==> config.mk <==
export PLATFORM = sky130hd
export DESIGN_NAME = szc_sqrt_cell
export DESIGN_NICKNAME = d
export VERILOG_FILES = /design/src/sv/szc_sqrt_cell.sv
export SDC_FILE = /design/constraint.sdc
export NUM_CORES = 1
export LEC_CHECK = 0
export ABC_AREA = 1
export BUFFER_PORTS_ARGS = -buffer_cell sky130_fd_sc_hd__buf_2
export CORE_ASPECT_RATIO = 1.4
export CORE_MARGIN = 5
export CORE_UTILIZATION = 30
export CTS_CLUSTER_SIZE = 10
export DETAILED_ROUTE_END_ITERATION = 7
export PLACE_DENSITY_LB_ADDON = 0.2
export SYNTH_ARGS = -nofsm -noshare
export SYNTH_HDL_FRONTEND = slang
export SYNTH_SLANG_ARGS = --single-unit
==> constraint.sdc <==
create_clock -name clk -period 4.6 [get_ports clk]
set_clock_uncertainty 0.05 [all_clocks]
set_input_delay 0.69 -clock clk [delete_from_list [all_inputs] [get_ports clk]]
set_output_delay 0.69 -clock clk [all_outputs]
set_load 0.005 [all_outputs]
==> src/sv/szc_sqrt_cell.sv <==
// ----------------------------------------------------------------------------
// szc_sqrt_cell: one registered digit step of the floor square root
// Tries one result bit and keeps the remainder when it fits.
// ----------------------------------------------------------------------------
module szc_sqrt_cell #(
	parameter int STEP = 0
) (
	input  logic        clk,
	input  logic        en,
	input  logic [63:0] rem_in,
	input  logic [63:0] res_in,
	output logic [63:0] rem_out,
	output logic [63:0] res_out
);
	localparam logic [63:0] TRIAL_BIT = 64'd1 << (62 - 2 * STEP);

	logic [63:0] trial;
	logic [63:0] rem_q, res_q;

	assign trial = res_in + TRIAL_BIT;

	always_ff @(posedge clk) begin
		if (en) begin
			if (rem_in >= trial) begin
				rem_q <= rem_in - trial;
				res_q <= (res_in >> 1) + TRIAL_BIT;
			end else begin
				rem_q <= rem_in;
				res_q <= res_in >> 1;
			end
		end
	end

	assign rem_out = rem_q;
	assign res_out = res_q;
endmodule

## Word level (Yosys, flattened, before mapping)

Cells that the tools add are included.

| storage, ports and cells | value |
|---|---|
| bits in registers | 128 |
| bits in latches | 0 |
| bits in writable memories | 0 |
| bits in read-only memories | 0 |
| input port bits | 130 |
| output and inout port bits | 128 |
| logic and storage cells | 9 |
| memories kept | 0 |

| operators by class | value |
|---|---|
| add/subtract/negate cells | 3 |
| multiply operators | 0 |
| div/mod/pow operators | 0 |
| magnitude comparators | 1 |
| eq/ne operators | 0 |
| shift-type cells | 0 |
| muxes and demuxes | 2 |
| bitwise operators | 0 |
| reduce and logical (&&, ||, !) cells | 0 |

Operator list:

| kind | number |
|---|---|
| adder 63 x 63 -> 64 bit (second input constant) | 1 |
| adder 64 x 63 -> 64 bit (second input constant) | 1 |
| >= comparator 64 bit | 1 |
| 2-to-1 mux 64 bit | 1 |
| subtractor 64 bit | 1 |
| 2-to-1 mux 63 bit | 1 |

## Depth between registers and ports, before layout

Gate-level depths: netlist (run 1).

| depth | value |
|---|---|
| depth after elaboration | 3 |
| gate-level depth with buffers | 18 |
| mapped depth without buffers | 17 |

## Least setup slack after synthesis (run 1)

OpenSTA, ideal clock, no wires.

| timing path | value |
|---|---|
| path type | input to register |
| start | in rem_in[0] |
| end | reg rem_q[55] (netlist: rem_out[55]) (data pin) |
| setup time | 253 ps |
| arrival time | 2,421 ps |
| data required time | 4,297 ps |
| path slack | 1,876 ps |
| stages on the path | 18 |
| path buffers | 1 |
| cells stage by stage | inv_1 -> ha_1 -> fa_1 -> inv_1 -> nand3_1 -> nand2_4 -> nand2_2 -> nand2_2 -> nand2_1 -> nand2_2 -> nand2_2 -> nand3_2 -> nand2_2 -> nand2_4 -> inv_4 -> buf_2 -> nand2_1 -> nand2_1 |

| between the ends | value |
|---|---|
| longest elaborated chain between the ends | 2 |
| elaborated cells on any way between the ends | 3 |
| those cells by class | 1 x add/sub; 1 x order compare; 1 x mux |

Ends and longest elaborated chain:

| item | RTL line | text |
|---|---|---|
| start, declared | 10 | `input logic [63:0] rem_in,` |
| subtractor 64 bit or >= comparator 64 bit (tied branches) | 25, 24 |  |
| 2-to-1 mux 64 bit * | 24 | `if (rem_in >= trial) begin` |
| end signal, assigned | 25 | `rem_q <= rem_in - trial;` |
| end signal, assigned | 28 | `rem_q <= rem_in;` |
| end, declared | 18 | `logic [63:0] rem_q, res_q;` |

Mark *: on every way between the ends. The rest lies on a longest branch, timed or not.
A chain may end at the register's enable or synchronous reset.

## Worst setup path after layout (run 1)

| timing path | value |
|---|---|
| start | in rem_in[0] |
| end | reg rem_q[35] (netlist: rem_out[35]) (data pin) |

The elaborated chain is that of the path after synthesis.

==> results.yml, run 1 <==
clock_tree:
  clkTransAtPathRegs_ps: 60
  ctsLongestPathBuffers: 2
  tritoncts: "built"
  cts-buffers-inserted: 17
  clock-sinks: 128
  ctsHtreeMaxLevel: 4
  post_cts.repair.setup_buffers: 0
  cts.hold.buffers_added: 0
  clock_tree.root_cell: "clkbuf_16"
  postcts_resize_cnt: 0
power:
  ir_drop_uv: 187
  power-per-cell-area_nw_per_um2: 327
  p_leak_uw: 0.00783
synth:
  mappedNetlistArea_um2: 11000
  synth.largest_area_cell: "edfxtp_1"
  ys_seq_area_share_pct: 35.1
  share_of_the_synthesized_area_in_the_top_cell_type_pct: 35.1
  syn-instance-count: 1712
  yosysWarningCount: 0
  syn_nets: 1907
  postSynthAreaPerCell_um2: 6.40
  synth.area.top_cells: "edfxtp_1 (35%), nand2_1 (26%), inv_1 (14%)"
  ys_types: 29
  synth-seq-cells: 128
detailed_routing:
  routed_via_density: 4.41
  route.detailed.drc: 0
  num_vias: 10800
  drtPass1Iterations: 5
  drtIter0Drc: 506
  drt.antenna.violating_nets: 0
  avgRoutedWirePerCell_um: 17.3
  postRouteWirelength_um: 42500
global_routing:
  grt_max_degree: 81
  gr-max-usage-layer: "met2"
  use_met3_pct: 2.18
  grtUsageMet1_pct: 20.9
  grt_overflow_total: 0
  number_of_global_route_vias_before_repair: 11100
  grt_first_pass_wirelength_um: 62900
  grt_antenna_before_repair: 0
  track_usage_pct: 20.8
  globalRouteMet2Util_pct: 40.9
timing:
  period_minus_slack_ps: 3170
  maxSlewViolCount: 0
  rsz_0062_raised_after_global_routing: "false"
  setup_ws_ps: 1430
  tightestPinTransition_ps: 815
  setup_violation_total_in_the_final_timing_report: 0
  tcrit_tclk_final_pct: 68.9
  clock.fmax_mhz: 316
  slew_headroom_pct: 45.7
  final_hold_violating_endpoints: 0
  final_tns_setup_ps: 0
finish:
  final_cell_count_no_fill: 2456
  mostFrequentLayoutCells: "nand2_1 (762), inv_1 (401), buf_2 (256)"
  fin_nets: 2176
  final_core_utilization_pct: 37.4
  num-fill-cells: 4016
  share_of_post_route_cells_with_drive_strength_above_1_pct: 16.5
  area_growth_pct: 22.9
  antennaDiodeCount: 0
  mostFrequentLayoutCell: "nand2_1"
placement:
  dp_worst_setup_slack_ps: 966
  finalWeightedCongestion: 0.975
  place.detailed.hpwl_um: 36600
  placedCellCount: 2424
  placement.io_buffers: 257
run:
  timing.max_cap.violations: 0
critical_path:
  setup.worst_path.class: "in2reg"
  crit_required_ps: 4760
  worstSetupEndpointType: "register"
  critical_path_arrival_ps: 3330
  critical_path_peak_fanout: 64
  critical_path.startpoint_type: "input port"
floorplanning:
  initial_core_utilization_pct: 30.4
  placementRows: 82
  fp.dieH_um: 236
  dieWidth_um: 172
  die_ar_um2: 40500
  pin_count: 258
  core_area_um2: 36000
worst_hold_path:
  hold_path_class: "in2reg"
run_status:
  run_status: "complete, no violations"
state kept, by name, summed over array words and instances (netlist names):
name,flops
res_out,64
rem_out,64
cell type report:
| type | count | area [um2] | share of cell area, % |
|---|---|---|---|
| Clock buffer | 18 | 429 | 3.19 |
| Clock inverter | 14 | 262 | 1.94 |
| Inverter | 407 | 1530 | 11.4 |
| Multi-Input combinational cell | 1164 | 5480 | 40.7 |
| Sequential cell | 128 | 3840 | 28.6 |
| Tap cell | 462 | 578 | 4.29 |
| Timing Repair Buffer | 263 | 1340 | 9.93 |
routing by layer:
metal	share of wire, %	vias up
li1	-	5698
met1	37	4806
met2	55	242
met3	3.4	80
met4	5.0	0
met5	0	-
cell families (layout without fill, tap and decap cells):
kind of cell,after synthesis,in the layout,share of synthesized area [%]
and+or+nand+nor,1015,1015,37.6
buffers and inverters,420,702,14.9
AOI/OAI and AO/OA,52,52,2.41
DFF,128,128,35.1
adders and majority gates,65,65,7.49
xor gates and xnor gates,32,32,2.56
synth_stat cells, drive strengths merged:
master and number:
nor2 119, edfxtp 128, xnor2 2, ha 64, buf 13, nand3 90
nor3 10, nand2 770, nor4 3, a21oi 44, o21ai 8, and2 2
and3 1, inv 407, nand4 20, xor2 30, fa 1
report_power, final:
group / internal [uW] / total [uW] / switching [uW]
clock network: 1070 / 1640 / 567
registers: 1460 / 1500 / 35.8
logic: 428 / 1270 / 841
total: 2960 / 4410 / 1440
through the flow:
step	total power (uW)	hold slack [ps]	cell area [um2]
after floorplan	2280	739	11000
after global placement	2800	834	12800
after detailed placement	2810	832	12800
after CTS	4460	343	13500
after global routing	4650	352	13500
final	4410	366	13500
worst paths after layout:
path | startpoint | to | slack, ps | cells after the start
worst min-delay path | res_in[48] | res_out[47] | 370 | 1
worst max-delay path | rem_in[0] | rem_out[35] | 1430 | 18
critical path, cell delays in order:
cell	delay [ps]
buf_2	80
inv_1	40
ha_1	220
fa_1	420
inv_1	100
nand3_1	110
nand2_4	120
nand2_2	50
nand2_2	120
nand2_1	80
nand2_2	140
nand2_2	80
nand3_2	80
nand2_2	70
nand2_4	310
inv_4	350
nand2_1	150
nand2_1	60
Note: power is estimated with default switching activity, not from simulation.
==> inputs of run 2 (changes only) <==
clock period = 2.55 ns   (was 4.6 ns; I/O delays follow)
==> results.yml, run 2 (synthesis gave the netlist of run 1 again) <==
detailed_routing:
  num_vias: 11700
  postRouteWirelength_um: 44800
  drtIter0Drc: 594
  drtPass1Iterations: 7
  drt.antenna.violating_nets: 0
  routed_via_density: 4.35
  avgRoutedWirePerCell_um: 16.6
  route.detailed.drc: 0
run_status:
  run_status: "complete, no violations"
placement:
  place.detailed.hpwl_um: 39000
  placed_area_um2: 14600
  placedCellCount: 2664
  placement.io_buffers: 257
  finalWeightedCongestion: 0.960
floorplanning:
  placementRows: 82
  initial_core_utilization_pct: 30.4
  die_ar_um2: 40500
  core_area_um2: 36000
  pin_count: 258
  fp.dieH_um: 236
  dieWidth_um: 172
clock_tree:
  cts-buffers-inserted: 17
  cts.hold.buffers_added: 0
  postcts_resize_cnt: 0
  clock-sinks: 128
  clkTransAtPathRegs_ps: 70
  ctsHtreeMaxLevel: 4
  clock_tree.root_cell: "clkbuf_16"
  tritoncts: "built"
  post_cts.repair.setup_buffers: 0
  ctsLongestPathBuffers: 2
global_routing:
  use_met3_pct: 2.56
  grtUsageMet1_pct: 22.6
  grt_overflow_total: 0
  track_usage_pct: 22.2
  grt_max_degree: 63
  grt_first_pass_wirelength_um: 67200
  gr-max-usage-layer: "met2"
  number_of_global_route_vias_before_repair: 12000
  grt_antenna_before_repair: 0
  globalRouteMet2Util_pct: 44.2
critical_path:
  setup.worst_path.class: "in2reg"
  critical_path_arrival_ps: 2580
  critical_path_peak_fanout: 3
  worstSetupEndpointType: "register"
  critical_path.startpoint_type: "input port"
  crit_required_ps: 2710
finish:
  share_of_post_route_cells_with_drive_strength_above_1_pct: 25.5
  final_cell_count_no_fill: 2696
  antennaDiodeCount: 0
  area_growth_pct: 38.7
  mostFrequentLayoutCell: "nand2_1"
  postLayoutCellArea_um2: 15200
  mostFrequentLayoutCells: "nand2_1 (762), inv_1 (401), buf_2 (256)"
  num-fill-cells: 3919
  final_core_utilization_pct: 42.2
  fin_nets: 2416
run:
  timing.max_cap.violations: 0
timing:
  hold-worst-slack_ps: 60.7
  final_hold_violating_endpoints: 0
  rsz_0062_raised_after_global_routing: "false"
  setup_violation_total_in_the_final_timing_report: 0
  clock.fmax_mhz: 413
  period_minus_slack_ps: 2420
  slew_headroom_pct: 63.1
  maxSlewViolCount: 0
  tcrit_tclk_final_pct: 94.9
  tightestPinTransition_ps: 549
worst_hold_path:
  hold_depth: 1
  hp-start: "res_in[48]"
  endpoint_worst_hold: "res_out[47]"
  hold_path_class: "in2reg"
power:
  ir_drop_uv: 346
  p_leak_uw: 0.00895
  power-per-cell-area_nw_per_um2: 518
==> run 2: worst max path at each step <==
stage               cells after the start          end  slack (ps)        from
global route                           16  rem_out[59]          20  res_in[34]
detailed placement                     15  rem_out[59]        -380  res_in[31]
finish                                 16  rem_out[59]         130  res_in[33]
CTS                                    15  rem_out[59]         110  res_in[31]
global placement                       16  rem_out[59]        -360  res_in[34]
floorplan                              18  rem_out[55]         130   rem_in[0]
==> run 2: worst max-delay path: stages <==
cell and delay, ps:
buf_2 80, inv_1 40, ha_1 310, buf_4 150
nand2_1 90, nor2_1 220, inv_1 60, nor2_1 130
nand2_1 160, nor4_1 450, buf_4 200, nand2_1 60
nand2_1 80, nand2_1 50, nand3_1 60, nand2_1 50
==> run 2: cell type report <==
class                      instances  area (um2)  area share, %
clock inverter                    15         121          0.799
multi-input combinational       1164        5480           36.1
inverter                         407        1530           10.1
timing repair buffer             503        3210           21.2
sequential                       128        3840           25.3
clock buffer                      17         425           2.80
tap                              462         578           3.80
==> run 2: report_power, final <==
| group | leakage (uW) | switching, uW | internal (uW) |
|---|---|---|---|
| clock network | 0.000254 | 1060 | 1330 |
| registers | 0.00125 | 62.1 | 2640 |
| logic | 0.00745 | 1620 | 1170 |
==> run 2: through the flow <==
stage | setup TNS (ps) | setup WS, ps | power (uW)
finish | 0 | 131 | 7870
global route | 0 | 16.0 | 8380
CTS | 0 | 109 | 7990
detailed placement | -16480 | -379 | 5580
global placement | -18400 | -363 | 5560
floorplan | 0 | 134 | 4110
==> run 2: metal layers <==
layer	part of all wire (%)	wire [um]
met5	0	0
met4	3.9	1740
met3	3.4	1510
met2	56	25300
met1	36	16300
